[config.mk]
export PLATFORM = sky130hd
export DESIGN_NAME = des_key_schedule
export DESIGN_NICKNAME = d
export VERILOG_FILES = /design/src/sv/dks_pkg.sv /design/src/sv/dks_front.sv /design/src/sv/dks_queue.sv /design/src/sv/dks_back.sv /design/src/sv/des_key_schedule.sv
export VERILOG_INCLUDE_DIRS = /design/src /design/src/sv
export SDC_FILE = /design/constraint.sdc
export NUM_CORES = 1
export LEC_CHECK = 0
export BUFFER_PORTS_ARGS = -buffer_cell sky130_fd_sc_hd__buf_2
export CORE_UTILIZATION = 45
export CTS_BUF_LIST = sky130_fd_sc_hd__clkbuf_8 sky130_fd_sc_hd__clkbuf_16
export DETAILED_ROUTE_END_ITERATION = 8
export PLACE_DENSITY = 0.66
export SYNTH_ARGS = -nofsm -noshare
export SYNTH_HDL_FRONTEND = slang
export SYNTH_SLANG_ARGS = --single-unit
[constraint.sdc]
create_clock -name aclk -period 3.15 [get_ports aclk]
set_input_delay 0.4725 -clock aclk [delete_from_list [all_inputs] [get_ports aclk]]
set_output_delay 0.4725 -clock aclk [all_outputs]
set_load 0.1 [all_outputs]
[src/sv/des_key_schedule_defines.svh]
// Assertion macros for the DES key schedule block.
// Define NO_ASSERTIONS to compile the checks out.
`ifndef DES_KEY_SCHEDULE_DEFINES_SVH
`define DES_KEY_SCHEDULE_DEFINES_SVH

`ifndef NO_ASSERTIONS

// Same-cycle implication under reset.
`define DKS_ASSERT_SAME(lbl, clk, rstn, ante, cons, msg) \
    lbl: assert property (@(posedge clk) disable iff (!rstn) (ante) |-> (cons)) \
        else $error(msg);

// Next-cycle implication under reset.
`define DKS_ASSERT_NEXT(lbl, clk, rstn, ante, cons, msg) \
    lbl: assert property (@(posedge clk) disable iff (!rstn) (ante) |=> (cons)) \
        else $error(msg);

`else

`define DKS_ASSERT_SAME(lbl, clk, rstn, ante, cons, msg)
`define DKS_ASSERT_NEXT(lbl, clk, rstn, ante, cons, msg)

`endif

`endif

[src/sv/dks_pkg.sv]
`timescale 1ns / 1ps

package dks_pkg;

    localparam int unsigned Rounds    = 16;
    localparam int unsigned HalfWidth = 28;
    localparam int unsigned KeyWidth  = 64;
    localparam int unsigned SubWidth  = 48;

    localparam logic [63:0] ParityMask = 64'hFEFE_FEFE_FEFE_FEFE;
    localparam logic [3:0]  LastRound  = 4'd15;

    // Two 28-bit key halves, C above D
    typedef struct packed {
        logic [HalfWidth-1:0] c;
        logic [HalfWidth-1:0] d;
    } cd_t;

    // Published PC-1 and PC-2 selections, position 1 is the MSB
    localparam int unsigned Pc1Sel [56] = '{
        57, 49, 41, 33, 25, 17, 9,
        1, 58, 50, 42, 34, 26, 18,
        10, 2, 59, 51, 43, 35, 27,
        19, 11, 3, 60, 52, 44, 36,
        63, 55, 47, 39, 31, 23, 15,
        7, 62, 54, 46, 38, 30, 22,
        14, 6, 61, 53, 45, 37, 29,
        21, 13, 5, 28, 20, 12, 4
    };

    localparam int unsigned Pc2Sel [48] = '{
        14, 17, 11, 24, 1, 5,
        3, 28, 15, 6, 21, 10,
        23, 19, 12, 4, 26, 8,
        16, 7, 27, 20, 13, 2,
        41, 52, 31, 37, 47, 55,
        30, 40, 51, 45, 33, 48,
        44, 49, 39, 56, 34, 53,
        46, 42, 50, 36, 29, 32
    };

    // Mask parity and pick the 56 key bits
    function automatic cd_t pc1(input logic [KeyWidth-1:0] key);
        logic [KeyWidth-1:0] k;
        logic [2*HalfWidth-1:0] cd;
        k = key & ParityMask;
        for (int i = 0; i < 56; i++) begin
            cd[55-i] = k[KeyWidth-Pc1Sel[i]];
        end
        return cd;
    endfunction

    // Pick the 48 subkey bits from C:D
    function automatic logic [SubWidth-1:0] pc2(input cd_t cd);
        logic [2*HalfWidth-1:0] v;
        logic [SubWidth-1:0] sub;
        v = cd;
        for (int i = 0; i < 48; i++) begin
            sub[47-i] = v[56-Pc2Sel[i]];
        end
        return sub;
    endfunction

    // Rounds 1, 2, 9 and 16 rotate by one, the rest by two
    function automatic logic rot_by_two(input logic [3:0] round);
        logic two;
        case (round)
            4'd0, 4'd1, 4'd8, 4'd15: two = 1'b0;
            default:                 two = 1'b1;
        endcase
        return two;
    endfunction

    function automatic logic [HalfWidth-1:0] rot_half(input logic [HalfWidth-1:0] h,
                                                      input logic two);
        logic [HalfWidth-1:0] r;
        r = two ? {h[HalfWidth-3:0], h[HalfWidth-1:HalfWidth-2]}
                : {h[HalfWidth-2:0], h[HalfWidth-1]};
        return r;
    endfunction

endpackage

[src/sv/dks_front.sv]
`timescale 1ns / 1ps

module dks_front (
    input  logic         aclk,
    input  logic         aresetn,
    input  logic         s_valid,
    output logic         s_ready,
    input  logic [63:0]  s_key,
    output logic         push_valid,
    input  logic         push_ready,
    output dks_pkg::cd_t push_cd
);
    import dks_pkg::*;

    logic hold_valid_reg;
    logic hold_valid_next;
    cd_t  hold_cd_reg;

    // Take a key when the stage is empty or drains this cycle
    assign s_ready = !hold_valid_reg || push_ready;

    always_comb begin
        hold_valid_next = hold_valid_reg;
        if (s_valid && s_ready) begin
            hold_valid_next = 1'b1;
        end else if (push_ready) begin
            hold_valid_next = 1'b0;
        end
    end

    always_ff @(posedge aclk) begin
        if (!aresetn) begin
            hold_valid_reg <= 1'b0;
        end else begin
            hold_valid_reg <= hold_valid_next;
        end
    end

    // Register the halves after PC-1
    always_ff @(posedge aclk) begin
        if (s_valid && s_ready) begin
            hold_cd_reg <= pc1(s_key);
        end
    end

    assign push_valid = hold_valid_reg;
    assign push_cd    = hold_cd_reg;

endmodule

[src/sv/dks_queue.sv]
`timescale 1ns / 1ps

`include "des_key_schedule_defines.svh"

module dks_queue (
    input  logic         aclk,
    input  logic         aresetn,
    input  logic         in_valid,
    output logic         in_ready,
    input  dks_pkg::cd_t in_cd,
    output logic         out_valid,
    input  logic         out_ready,
    output dks_pkg::cd_t out_cd
);
    import dks_pkg::*;

    cd_t        mem [2];
    logic       wr_ptr_reg;
    logic       rd_ptr_reg;
    logic [1:0] count_reg;
    logic [1:0] count_next;
    logic       push;
    logic       pop;

    assign in_ready  = (count_reg != 2'd2);
    assign out_valid = (count_reg != 2'd0);
    assign push      = in_valid && in_ready;
    assign pop       = out_valid && out_ready;
    assign out_cd    = mem[rd_ptr_reg];

    always_comb begin
        count_next = count_reg;
        if (push && !pop) begin
            count_next = count_reg + 2'd1;
        end else if (pop && !push) begin
            count_next = count_reg - 2'd1;
        end
    end

    // Advance pointers and fill count
    always_ff @(posedge aclk) begin
        if (!aresetn) begin
            wr_ptr_reg <= 1'b0;
            rd_ptr_reg <= 1'b0;
            count_reg  <= 2'd0;
        end else begin
            if (push) begin
                wr_ptr_reg <= !wr_ptr_reg;
            end
            if (pop) begin
                rd_ptr_reg <= !rd_ptr_reg;
            end
            count_reg <= count_next;
        end
    end

    always_ff @(posedge aclk) begin
        if (push) begin
            mem[wr_ptr_reg] <= in_cd;
        end
    end

    `DKS_ASSERT_SAME(a_q_count_range, aclk, aresetn, 1'b1, count_reg != 2'd3, "queue count out of range")
    `DKS_ASSERT_SAME(a_q_ptrs_full, aclk, aresetn, count_reg == 2'd2, wr_ptr_reg == rd_ptr_reg, "queue pointers disagree when full")

endmodule

[src/sv/dks_back.sv]
`timescale 1ns / 1ps

`include "des_key_schedule_defines.svh"

module dks_back (
    input  logic         aclk,
    input  logic         aresetn,
    input  logic         q_valid,
    output logic         q_ready,
    input  dks_pkg::cd_t q_cd,
    output logic         m_valid,
    input  logic         m_ready,
    output logic [47:0]  m_subkey,
    output logic [3:0]   m_round_index,
    output logic         m_last
);
    import dks_pkg::*;

    logic        busy_reg;
    logic        busy_next;
    logic [3:0]  round_reg;
    logic [3:0]  round_next;
    cd_t         cd_reg;
    cd_t         cd_rot;
    logic        out_free;
    logic        advance;
    logic        load;
    logic        m_valid_reg;
    logic        m_valid_next;
    logic [47:0] m_subkey_reg;
    logic [3:0]  m_round_reg;
    logic        m_last_reg;

    // Output slot is free when empty or being taken this cycle
    assign out_free = !m_valid_reg || m_ready;
    assign advance  = busy_reg && out_free;
    assign load     = q_valid && (!busy_reg || (advance && round_reg == LastRound));
    assign q_ready  = !busy_reg || (advance && round_reg == LastRound);

    // Rotate both halves for the current round
    always_comb begin
        cd_rot.c = rot_half(cd_reg.c, rot_by_two(round_reg));
        cd_rot.d = rot_half(cd_reg.d, rot_by_two(round_reg));
    end

    always_comb begin
        busy_next  = busy_reg;
        round_next = round_reg;
        if (load) begin
            busy_next  = 1'b1;
            round_next = 4'd0;
        end else if (advance) begin
            round_next = round_reg + 4'd1;
            if (round_reg == LastRound) begin
                busy_next  = 1'b0;
                round_next = 4'd0;
            end
        end
    end

    always_comb begin
        m_valid_next = m_valid_reg;
        if (advance) begin
            m_valid_next = 1'b1;
        end else if (m_ready) begin
            m_valid_next = 1'b0;
        end
    end

    always_ff @(posedge aclk) begin
        if (!aresetn) begin
            busy_reg    <= 1'b0;
            round_reg   <= 4'd0;
            m_valid_reg <= 1'b0;
        end else begin
            busy_reg    <= busy_next;
            round_reg   <= round_next;
            m_valid_reg <= m_valid_next;
        end
    end

    // Hold the halves; load a new key or step one round
    always_ff @(posedge aclk) begin
        if (load) begin
            cd_reg <= q_cd;
        end else if (advance) begin
            cd_reg <= cd_rot;
        end
    end

    // Register the subkey beat
    always_ff @(posedge aclk) begin
        if (advance) begin
            m_subkey_reg <= pc2(cd_rot);
            m_round_reg  <= round_reg;
            m_last_reg   <= (round_reg == LastRound);
        end
    end

    assign m_valid       = m_valid_reg;
    assign m_subkey      = m_subkey_reg;
    assign m_round_index = m_round_reg;
    assign m_last        = m_last_reg;

    `DKS_ASSERT_SAME(a_idle_round_zero, aclk, aresetn, !busy_reg, round_reg == 4'd0, "round counter moved while idle")
    `DKS_ASSERT_NEXT(a_run_continues, aclk, aresetn, m_valid_reg && m_ready && !m_last_reg, m_valid_reg, "subkey run broke before last round")
    `DKS_ASSERT_NEXT(a_round_steps, aclk, aresetn, m_valid_reg && m_ready && !m_last_reg, m_round_reg == 4'($past(m_round_reg) + 4'd1), "round index skipped")
    `DKS_ASSERT_SAME(a_last_is_final, aclk, aresetn, m_valid_reg, m_last_reg == (m_round_reg == LastRound), "last flag off the final round")

endmodule

[src/sv/des_key_schedule.sv]
`timescale 1ns / 1ps
// DES key schedule: one 64-bit key in, sixteen 48-bit subkey beats out.
// Path: an accepted key passes the PC-1 register, the two-entry queue and
// the C/D register. Throughput: one subkey per cycle while m_ready allows,
// set by the single round sequencer that steps C and D once per subkey.
// Reset: synchronous, active-low aresetn empties the front stage and queue
// and returns the round sequencer to idle.

module des_key_schedule (
    input  logic        aclk,
    input  logic        aresetn,
    input  logic        s_valid,
    output logic        s_ready,
    input  logic [63:0] s_key,
    output logic        m_valid,
    input  logic        m_ready,
    output logic [47:0] m_subkey,
    output logic [3:0]  m_round_index,
    output logic        m_last
);
    import dks_pkg::*;

    logic push_valid;
    logic push_ready;
    cd_t  push_cd;
    logic q_valid;
    logic q_ready;
    cd_t  q_cd;

    dks_front u_front (
        .aclk       (aclk),
        .aresetn    (aresetn),
        .s_valid    (s_valid),
        .s_ready    (s_ready),
        .s_key      (s_key),
        .push_valid (push_valid),
        .push_ready (push_ready),
        .push_cd    (push_cd)
    );

    dks_queue u_queue (
        .aclk      (aclk),
        .aresetn   (aresetn),
        .in_valid  (push_valid),
        .in_ready  (push_ready),
        .in_cd     (push_cd),
        .out_valid (q_valid),
        .out_ready (q_ready),
        .out_cd    (q_cd)
    );

    dks_back u_back (
        .aclk          (aclk),
        .aresetn       (aresetn),
        .q_valid       (q_valid),
        .q_ready       (q_ready),
        .q_cd          (q_cd),
        .m_valid       (m_valid),
        .m_ready       (m_ready),
        .m_subkey      (m_subkey),
        .m_round_index (m_round_index),
        .m_last        (m_last)
    );

endmodule

## Word level (Yosys, flattened, before mapping)

Memory sizes are Yosys's and may differ from the RTL's. A register that Yosys moved wholly into a read port is not among the register bits.
Index checks and enable logic that the tools add are counted.

| operators by class | value |
|---|---|
| add/subtract/negate cells | 3 |
| multiply operators | 0 |
| reduce and logical (&&, ||, !) cells | 27 |
| shift-type cells | 0 |
| divide/modulo/power cells | 0 |
| equality and inequality tests | 4 |
| bitwise gates (word level) | 1 |
| multiplexer cells | 18 |
| $lt $le $gt $ge | 0 |

Operators with widths:

| kind | count |
|---|---|
| $mux 56 | 2 |
| $mux 28 | 2 |
| $reduce_bool 2->1 | 6 |
| $mux 1 | 11 |
| $eq 4x4->1 const B | 2 |
| $logic_and 1x1->1 | 7 |
| $logic_not 1->1 | 7 |
| $add 4x1->4 const B | 1 |
| $eq 4x1->1 const B | 1 |
| $logic_not 4->1 | 1 |
| $mux 2 | 2 |
| $mux 4 | 1 |
| $reduce_or 4->1 | 1 |
| $logic_or 1x1->1 | 3 |
| $add 2x1->2 const B | 1 |
| $ne 2x2->1 const B | 1 |
| $reduce_and 2->1 | 1 |
| $reduce_or 2->1 | 1 |
| $sub 2x1->2 const B | 1 |
| $not 1->1 | 1 |

| storage, ports and cells | value |
|---|---|
| logic and storage cells | 68 |
| RAM bits | 112 |
| bits in registers | 176 |
| bits in read-only memories | 0 |
| memories | 1 |
| bits in latches | 0 |
| output and inout bits | 55 |

Memories:

| name | words | bits a word | rd ports | clocked after Yosys merged registers in | wr ports | line | text |
|---|---|---|---|---|---|---|---|
| u_queue.mem | 2 | 56 | 1 | 1 | 1 | dks_queue.sv:17 | `cd_t mem [2];` |

## Logic depth before layout (Yosys ltp)

Gate-level depths: netlist of run 1.

| logic depth | value |
|---|---|
| depth after elaboration | 9 |
| mapped depth | 8 |
| depth with buffers taken out | 6 |

## By module

A second synthesis of run 1 with hierarchy kept.

| second synthesis, totals | value |
|---|---|
| cell total of the unflattened synthesis | 784 |
| area total of the unflattened synthesis | 12205.5 um2 |

Modules (own cells, without submodules):

| module | cells each | area each (um2) | times used |
|---|---|---|---|
| dks_back | 525 | 6189.7 | 1 |
| dks_queue | 198 | 4276.6 | 1 |
| dks_front | 61 | 1739.2 | 1 |

## Worst setup path after synthesis of run 1

Ideal clock, no wire load.

| timing path | value |
|---|---|
| kind | reg2reg |
| start point | reg u_queue.count_reg[0] |
| end point | mem u_queue.mem[0][0] (netlist name) (enable) |
| setup slack | -290 ps |
| arrival time | 2970 ps |
| data required time | 2680 ps |
| clock period less this slack | 3440 ps |
| buffers on the path | 0 |
| library setup time | 470 ps |
| stages on the path, launching flop included | 4 |
| cells stage by stage | dfxtp_1 -> nand2b_1 -> nand2_1 -> nor2_1 |

| between the ends | value |
|---|---|
| longest elaborated chain between the ends | 4 |

RTL lines:

| element | line | text |
|---|---|---|
| from (decl) | dks_queue.sv:20 | `logic [1:0] count_reg;` |
| from (signal assigned) | dks_queue.sv:53 | `count_reg <= count_next;` |
| $ne 2x2->1 | dks_queue.sv:25 | `assign in_ready = (count_reg != 2'd2);` |
| $logic_and 1x1->1 | dks_queue.sv:27 | `assign push = in_valid && in_ready;` |
| $mux 1 | dks_queue.sv:58 | `if (push) begin` |
| $mux 1 (not written as such) | dks_queue.sv:59 | `mem[wr_ptr_reg] <= in_cd;` |
| to (decl) | dks_queue.sv:17 |  |

Every way passes these cells.

## Final worst setup path of run 1

| timing path | value |
|---|---|
| start point | reg u_queue.count_reg[0] |
| end point | out s_ready |

| between the ends | value |
|---|---|
| longest elaborated chain between the ends | 2 |

RTL lines:

| element | line | text |
|---|---|---|
| $ne 2x2->1 | dks_queue.sv:25 |  |
| $logic_or 1x1->1 | dks_front.sv:20 | `assign s_ready = !hold_valid_reg \|\| push_ready;` |
| to (decl) | des_key_schedule.sv:13 | `output logic s_ready,` |

Every way passes these cells.

==> impl_metrics.py, run 1 <==
metrics = {
    "route": {
        "num_vias": 6641,
        "viasPerCell": 5.54,
        "antenna_left": 0,
        "drc": 1,
        "wl_per_cell_um": 19.0,
        "first_iter_violations": 505,
        "drt_first_pass_iters": 7,
        "totalWireLength_mm": 22.7,
    },
    "floorplanning": {
        "boundaryPins": 123,
        "rows": 58,
        "die_area_um2": 26200,
        "start_util_pct": 45.7,
        "core_area_um2": 25100,
        "die_h_um": 162,
        "die_w_um": 162,
    },
    "logic_synthesis": {
        "synth_top_family_by_area": "compound AO/OA/AOI/OAI gates",
        "ys.warnings.count": 0,
        "synth_xor_area_share_pct": 0.229,
        "synth_area_leaders": "edfxtp_1 (72%), a2111oi_2 (6.7%), nor2b_1 (3.2%)",
        "synth_simple_gate_area_share_pct": 8.43,
        "synthCells": 735,
        "synth_area_leader_cell": "edfxtp_1",
        "synth-compound-area-share_pct": 13.6,
        "yosysTopAreaCellShare_pct": 72.4,
        "yosys_most_used_dff": "edfxtp_1",
        "ys_async_sr_fraction_pct": 0,
        "ys_types": 37,
        "synthMuxAreaShare_pct": 0.174,
        "synth-edff-count": 277,
        "syn-cell-area_um2": 11500,
        "synthAdderAreaFrac_pct": 0.327,
        "syn-num-nets": 806,
        "syn_area_per_cell_um2": 15.6,
        "seq_area_frac_synth_pct": 74.5,
        "ys_ff_latch": 289,
    },
    "sta": {
        "fin_crit_ns": 2.24,
        "worst_pin_slew_ns": 0.786,
        "rsz0062_at_grt": "false",
        "finalMaxSlewViolations": 0,
        "post-route-period-util_pct": 71.0,
        "setup_ws_ns": 0.914,
        "slew_headroom_pct": 47.4,
        "finalSetupViolCount": 0,
        "hold_viol": 0,
        "timing.fmax_mhz": 447,
        "fin_setup_tns_ns": 0,
        "fin_hold_ws_ns": 0.0940,
        "clock_skew_ns": 0.0146,
    },
    "run_status": {
        "violations": "DRC",
        "outcome": "complete, but fails checks",
    },
    "global_route": {
        "antenna_found_initial": 0,
        "grt_usage_pct": 17.7,
        "grt_pass1_wl_mm": 35.9,
        "grt_max_degree": 67,
        "overflow": 0,
        "grt_pass1_vias": 6455,
    },
    "worst_setup_path": {
        "worst-setup-path-type": "register to output port",
        "worstPathMaxFanout": 7,
        "start_kind": "register",
        "crit_cells": 3,
        "worst-r2r-cell-count": 6,
        "path_buf_inv": 1,
        "cp_slowest_cell": "dfxtp_1",
        "crit_chain": "nor2b_1 -> nand2_1 -> buf_2",
        "worst_path_largest_cell_delay_ns": 0.53,
        "endpoint_kind": "output port",
        "arrival_ns": 1.76,
        "crit_required_ns": 2.68,
        "cp_top_family": "flip-flops",
    },
    "clocking": {
        "clkTransAtPathRegs_ns": 0.06,
        "post_cts_buffers": 0,
        "root_buffer": "clkbuf_16",
        "cts_made_buffers": 30,
        "hold_buffers": 0,
        "htreeDepth": 1,
        "clock_sinks": 289,
        "cts_tree": "done",
        "cts_buffer_depth": 3,
        "cts_resized": 0,
        "clock_latency_ns": 0.55,
    },
    "placed_design": {
        "dpl.cell_count": 1144,
        "pre_cts_ws_ns": 0.895,
        "gp_congestion": 0.748,
        "numPortBuffers": 114,
        "post-dp-hpwl_mm": 13.5,
    },
    "cells_and_area": {
        "stdcell_count": 1199,
        "largest_reg_flops": 112,
        "antenna_cells": 0,
        "fin_nets": 917,
        "area_growth_syn_to_layout_pct": 17.2,
        "drive_gt1_share_pct": 28.3,
    },
    "power_and_ir_drop": {
        "p_leak_nw": 4.55,
        "pwr_density_cell_nw_per_um2": 664,
        "ir_worst_vdd_v": 0.000358,
    },
    "flow_run": {
        "cap_violations": 0,
    },
    "hold_path": {
        "min_path_cells": 1,
        "hold_path_class": "input port to register",
    },
}
-- logic make-up (layout without fill, tap and decap cells) --
logic type / count (synthesis) / in the layout
mux: 2 / 2
simple gates: 190 / 190
buf+inv: 62 / 196
flops: 289 / 289
xor+xnor: 3 / 3
fa+ha+maj: 3 / 3
compound gates: 186 / 186
-- stage by stage --
step                      area (µm²)  total power, mW  utilization (%)
final                          13500             8.94             53.6
after detailed placement       12500             5.49             49.6
after floorplan                11500             5.26                -
after global routing           13500             9.26             53.6
after CTS                      13500             9.03             53.6
after global placement         12500             5.47             49.6
-- final timing paths --
check,slack [ns],startpoint,end
worst max-delay path,0.91,u_queue.count_reg[0]$_SDFFE_PN0P_,s_ready
worst min-delay path,0.09,s_key[39],u_front.push_cd[51]$_DFFE_PP_
worst max register to register,0.93,u_back.round_reg[0]$_SDFFE_PP0P_,u_back.cd_reg[43]$_DFFE_PP_
worst min register to register,0.44,u_front.push_cd[50]$_DFFE_PP_,u_queue.mem[1][50]$_DFFE_PP_
-- final cells by class --
class                   instances  area, µm²
multi-input cells             384       2660
inverters                       6       22.5
repair buffers                135        803
flip-flops and latches        289       8560
clock buffers                  31        776
well taps                     330        413
fillers                      2076      11600
clock inverters                24        224
-- cells in the mapped netlist, types with 2 or more instances --
library cell / n
a2111oi_0: 5
a2111oi_2: 51
a21oi_1: 5
a31oi_1: 57
and2_1: 2
and3_1: 2
buf_1: 3
buf_2: 15
buf_4: 2
buf_6: 6
clkbuf_1: 26
clkbuf_2: 4
dfxtp_1: 12
edfxtp_1: 277
ha_1: 3
inv_1: 5
mux2i_1: 2
nand2_1: 57
nand2b_1: 4
nand3_1: 60
nor2_1: 3
nor2b_1: 59
o21ai_0: 51
o21ai_1: 10
xor2_1: 2
-- worst register-to-register path, delay by kind of cell, from the launching register on --
kind,cells,cell delay [ns]
flip-flops,1,0.42
AND/OR/NAND/NOR,1,0.10
adder cells (fa/ha/maj),1,0.18
buffers and inverters,1,0.34
AO/OA/AOI/OAI,3,1.03
-- layer usage --
| metal | vias up | share of wire (%) | GRT usage (%) |
|---|---|---|---|
| met5 | - | 0 | 0 |
| met4 | 0 | 2.1 | 5.27 |
| met3 | 33 | 6.9 | 2.94 |
| met2 | 243 | 46 | 28.0 |
| met1 | 3234 | 45 | 25.3 |
| li1 | 3131 | - | - |
-- power by group --
part	total [mW]	switching (mW)	internal, mW
sequential	4.57	0.0888	4.48
combinational	0.834	0.618	0.216
clock	3.54	1.43	2.10
-- layout by cell type, fill, tap and decap left out, types with 2 or more instances in the layout --
| cell | instances |
|---|---|
| edfxtp_1 | 277 |
| buf_2 | 114 |
| nand3_1 | 60 |
| nor2b_1 | 59 |
| a31oi_1 | 57 |
| nand2_1 | 56 |
| o21ai_0 | 51 |
| a2111oi_2 | 51 |
| clkbuf_16 | 31 |
| buf_4 | 15 |
| dfxtp_1 | 11 |
| o21ai_1 | 9 |
| inv_1 | 7 |
| clkinv_1 | 7 |
| clkinv_2 | 7 |
| buf_12 | 6 |
| a2111oi_0 | 5 |
| nand2b_1 | 4 |
| a21oi_1 | 4 |
| bufinv_16 | 4 |
| ha_1 | 3 |
| inv_2 | 2 |
| nor2_4 | 2 |
| mux2i_1 | 2 |
| xor2_1 | 2 |
| clkinvlp_4 | 2 |
(Power assumes the default switching activity.)
==> run 2: changes to the inputs <==
PLACE_DENSITY = unset   (was 0.66)
clock period = 2.3 ns   (was 3.15 ns; I/O delays follow)
==> impl_metrics.py, run 2 (same netlist as run 1, synthesis figures left out) <==
metrics = {
    "power_and_ir_drop": {
        "ir_worst_vdd_v": 0.000594,
        "power_frac_seq_pct": 52.4,
        "p_int_mw": 9.11,
        "p_switching_mw": 2.84,
        "p_leak_nw": 4.77,
        "finalPower_mw": 12.0,
        "p_comb_share_pct": 10.5,
        "swShare_pct": 23.8,
        "p_clk_share_pct": 37.1,
        "pwr_density_cell_nw_per_um2": 854,
    },
    "clocking": {
        "root_buffer": "clkbuf_16",
        "cts_made_buffers": 29,
        "cts_buffer_depth": 3,
        "cts_tree": "done",
        "clkTransAtPathRegs_ns": 0.06,
        "htreeDepth": 1,
        "post_cts_buffers": 0,
        "clock_latency_ns": 0.53,
        "clock_sinks": 289,
    },
    "placed_design": {
        "numPortBuffers": 114,
        "gp_congestion": 0.778,
        "post-dp-hpwl_mm": 14.5,
        "post_dp_cell_area_um2": 12600,
    },
    "sta": {
        "worst_pin_slew_ns": 0.745,
        "finalMaxSlewViolations": 0,
        "fin_setup_tns_ns": 0,
        "post-route-period-util_pct": 92.6,
        "fin_crit_ns": 2.13,
        "rsz0062_at_grt": "false",
        "timing.fmax_mhz": 470,
        "fin_hold_ws_ns": 0.0141,
        "clock_skew_ns": 0.00614,
        "hold_viol": 0,
        "slew_headroom_pct": 50.3,
        "finalSetupViolCount": 0,
    },
    "floorplanning": {
        "die_h_um": 162,
        "core_area_um2": 25100,
        "rows": 58,
        "die_w_um": 162,
        "start_util_pct": 45.7,
        "die_area_um2": 26200,
        "boundaryPins": 123,
    },
    "worst_setup_path": {
        "cp_top_family": "compound AO/OA/AOI/OAI gates",
        "cp_slowest_cell": "a21o_2",
        "worst-setup-path-type": "register to register",
        "crit_required_ns": 2.66,
        "crit_chain": "inv_1 -> ha_1 -> nand2b_1 -> a21o_2 -> buf_4 -> nand3_1 -> a31oi_1",
        "arrival_ns": 2.49,
        "endpoint_kind": "register",
        "start_kind": "register",
        "worst_path_largest_cell_delay_ns": 0.43,
        "path_buf_inv": 2,
        "worstPathMaxFanout": 15,
    },
    "global_route": {
        "grt_max_degree": 59,
        "overflow": 0,
        "grt_pass1_vias": 7051,
        "antenna_found_initial": 0,
        "grt_pass1_wl_mm": 37.6,
        "grt_usage_pct": 18.4,
    },
    "cells_and_area": {
        "most-common-layout-cells": "edfxtp_1 (277), buf_2 (114), nand3_1 (60), nor2b_1 (59), a31oi_1 (57)",
        "drive_gt1_share_pct": 26.9,
        "fillerInstances": 2052,
        "multi_input_area_um2": 2670,
        "fin_nets": 977,
        "largest_reg_flops": 112,
        "area_growth_syn_to_layout_pct": 22.0,
        "final_common_cell": "edfxtp_1",
        "regArea_um2": 8570,
        "antenna_cells": 0,
        "final_cell_area_um2": 14000,
    },
    "run_status": {
        "outcome": "completed",
    },
    "route": {
        "top_layer_used": "met4",
        "wl_met1_mm": 10.4,
        "drt_first_pass_iters": 5,
        "num_vias": 6966,
        "viasPerCell": 5.55,
        "met2_length_mm": 11.7,
        "antenna_left": 0,
        "drc": 0,
        "wl_per_cell_um": 19.3,
        "first_iter_violations": 482,
        "dr_wl_met3_mm": 1.38,
        "totalWireLength_mm": 24.2,
    },
    "flow_run": {
        "cap_violations": 0,
    },
    "hold_path": {
        "hold_path_class": "input port to register",
    },
}
-- run 2: power by group through the flow --
stage          logic, mW  clock network [mW]  registers, mW
6_report            1.25                4.44           6.27
5_1_grt             1.34                4.72           6.30
4_1_cts             1.25                4.53           6.27
3_5_place_dp        1.18                   0           6.38
3_3_place_gp        1.15                   0           6.36
2_1_floorplan      0.557                   0           6.64
-- run 2: path summary, 6_finish.rpt --
path | slack, ns | to | start | cells after the start
max | 0.17 | u_back.cd_reg[52]$_DFFE_PP_ | u_back.round_reg[1]$_SDFFE_PP0P_ | 7
min reg2reg | 0.44 | u_queue.mem[0][40]$_DFFE_PP_ | u_front.push_cd[40]$_DFFE_PP_ | 0
min | 0.01 | u_front.push_cd[54]$_DFFE_PP_ | s_key[15] | 1
max reg2reg | 0.17 | u_back.cd_reg[52]$_DFFE_PP_ | u_back.round_reg[1]$_SDFFE_PP0P_ | 7
-- run 2: routing by layer --
metal,global-route usage (%),vias up
li1,-,3245
met1,24.8,3411
met5,0,-
met3,3.01,52
met4,6.43,0
met2,30.2,258
-- run 2: metrics by stage --
stage	std cells	utilization (%)	setup WS, ns
floorplan	735	-	0.125
global placement	1152	50.1	0.201
detailed placement	1152	50.1	0.102
CTS	1252	55.7	0.0735
global route	1255	55.8	0.0175
finish	1255	55.8	0.171
-- run 2: layout make-up --
| class | count | share of cell area, % |
|---|---|---|
| clock inverters | 21 | 1.18 |
| well taps | 330 | 2.95 |
| inverters | 6 | 0.188 |
| flip-flops and latches | 289 | 61.2 |
| multi-input cells | 385 | 19.1 |
| clock buffers | 29 | 5.18 |
| repair buffers | 195 | 10.2 |
-- run 2: worst reg2reg max path: stages, from the launching register on --
cell      delay [ns]
dfxtp_1         0.38
inv_1           0.09
ha_1            0.18
nand2b_1        0.23
a21o_2          0.43
buf_4           0.28
nand3_1         0.14
a31oi_1         0.23
-- run 2: timing repair --
action                                 in CTS  in global routing
hold buffers                               50                  2
endpoints found under the hold margin      50                  2
gates resized for setup                     0                  0
setup endpoints to repair                   0                 13
==> run 3: changes to the inputs <==
PLACE_DENSITY = 0.72   (was unset)
==> impl_metrics.py, run 3 (same netlist as run 1, synthesis figures left out) <==
metrics = {
    "run_status": {
        "outcome": "completed",
    },
    "global_route": {
        "antenna_found_initial": 0,
        "grt_max_degree": 57,
        "overflow": 0,
        "grt_usage_pct": 18.2,
        "grt_pass1_vias": 6764,
        "grt_pass1_wl_mm": 37.0,
    },
    "clocking": {
        "post_cts_buffers": 0,
        "cts_made_buffers": 30,
        "clkTransAtPathRegs_ns": 0.06,
        "clock_latency_ns": 0.54,
        "clock_sinks": 289,
        "cts_tree": "done",
        "htreeDepth": 1,
        "root_buffer": "clkbuf_16",
        "cts_buffer_depth": 3,
    },
    "worst_setup_path": {
        "cp_top_family": "compound AO/OA/AOI/OAI gates",
        "worst-setup-path-type": "register to register",
        "path_buf_inv": 3,
        "crit_path_frequent_cell": "buf_4",
        "crit_required_ns": 2.57,
        "arrival_ns": 2.41,
        "endpoint_kind": "register",
        "cp_slowest_cell": "a2111oi_0",
        "worst_path_largest_cell_delay_ns": 0.52,
        "worstPathMaxFanout": 18,
        "crit_chain": "buf_4 -> nand3_2 -> inv_2 -> a21boi_4 -> buf_4 -> a2111oi_0 -> a31oi_1",
        "start_kind": "register",
    },
    "floorplanning": {
        "die_w_um": 162,
        "die_area_um2": 26200,
        "die_h_um": 162,
        "start_util_pct": 45.7,
        "core_area_um2": 25100,
        "boundaryPins": 123,
        "rows": 58,
    },
    "route": {
        "wl_per_cell_um": 18.7,
        "drt_first_pass_iters": 5,
        "drc": 0,
        "antenna_left": 0,
        "first_iter_violations": 668,
        "totalWireLength_mm": 23.6,
        "viasPerCell": 5.51,
        "num_vias": 6958,
    },
    "power_and_ir_drop": {
        "ir_worst_vdd_v": 0.000579,
        "p_leak_nw": 4.80,
        "p_comb_share_pct": 10.2,
        "p_clk_share_pct": 37.8,
        "p_int_mw": 9.16,
        "pwr_density_cell_nw_per_um2": 858,
        "p_switching_mw": 2.91,
        "swShare_pct": 24.1,
        "power_frac_seq_pct": 52.0,
    },
    "sta": {
        "finalMaxSlewViolations": 0,
        "fin_hold_ws_ns": 0.0170,
        "hold_viol": 0,
        "timing.fmax_mhz": 468,
        "clock_skew_ns": 0.0103,
        "post-route-period-util_pct": 93.0,
        "setup_ws_ns": 0.161,
        "worst_pin_slew_ns": 0.744,
        "finalSetupViolCount": 0,
        "fin_crit_ns": 2.14,
        "rsz0062_at_grt": "false",
        "slew_headroom_pct": 50.4,
    },
    "cells_and_area": {
        "antenna_cells": 0,
        "drive_gt1_share_pct": 27.1,
        "fin_nets": 981,
        "final_common_cell": "edfxtp_1",
        "area_growth_syn_to_layout_pct": 22.5,
        "largest_reg_flops": 112,
        "most-common-layout-cells": "edfxtp_1 (277), buf_2 (114), nand3_1 (60), nor2b_1 (59), a31oi_1 (57)",
    },
    "hold_path": {
        "hold_path_class": "input port to register",
    },
    "placed_design": {
        "gp_congestion": 0.745,
        "pre_cts_ws_ns": 0.0344,
        "numPortBuffers": 114,
        "post-dp-hpwl_mm": 13.8,
    },
    "flow_run": {
        "cap_violations": 0,
    },
}
run 3: cell types whose count changed in the layout (fill, tap and decap cells not counted), sizes merged:
| cell | previous run | this run |
|---|---|---|
| bufinv | 3 | 2 |
| clkbuf | 29 | 31 |
| clkinv | 13 | 14 |
| clkinvlp | 1 | 4 |
| dlygate4sd3 | 52 | 55 |
run 3: final timing paths:
path | from | end | slack [ns] | depth (start not counted)
setup / recovery | u_back.round_reg[2]$_SDFFE_PP0P_ | u_back.cd_reg[7]$_DFFE_PP_ | 0.16 | 7
hold / removal | s_key[60] | u_front.push_cd[0]$_DFFE_PP_ | 0.02 | 1
setup reg to reg | u_back.round_reg[2]$_SDFFE_PP0P_ | u_back.cd_reg[7]$_DFFE_PP_ | 0.16 | 7
hold reg to reg | u_front.push_cd[23]$_DFFE_PP_ | u_queue.mem[0][23]$_DFFE_PP_ | 0.44 | 0
run 3: layout make-up:
class / count / area, µm²
Tap cell: 330 / 413
Timing Repair Buffer: 198 / 1440
Clock buffer: 31 / 776
Multi-Input combinational cell: 385 / 2680
Fill cell: 2032 / 11000
Inverter: 6 / 26.3
Sequential cell: 289 / 8570
Clock inverter: 24 / 161
run 3: what timing repair did:
item	4_1_cts	5_1_grt
hold buffers	54	1
pin swaps	1	1
cloned	0	1
endpoints found under the hold margin	54	1
setup endpoints to repair	2	76
resized for setup	0	2
run 3: power by group through the flow:
stage | sequential (mW) | clock (mW) | combinational [mW]
finish | 6.27 | 4.56 | 1.23
global route | 6.30 | 4.86 | 1.33
CTS | 6.27 | 4.66 | 1.23
detailed placement | 6.38 | 0 | 1.16
global placement | 6.37 | 0 | 1.13
floorplan | 6.64 | 0 | 0.557
run 3: per-stage QoR:
stage                     cells  instance area [µm²]  setup TNS (ns)  utilization, %  total power, mW
final                      1263                14100               0            56.0             12.1
after detailed placement   1152                12600               0            50.0             7.54
after floorplan             735                11500               0               -             7.20
after CTS                  1261                14000        -0.00717            55.9             12.2
after global placement     1152                12600               0            50.0             7.50
after global routing       1263                14100               0            56.0             12.5
run 3: layer usage:
metal	share of wire, %	vias up	global-route usage [%]
met5	0	-	0
met4	1.8	0	4.85
met3	6.0	34	2.86
met2	48	230	29.8
met1	44	3428	25.4
li1	-	3266	-
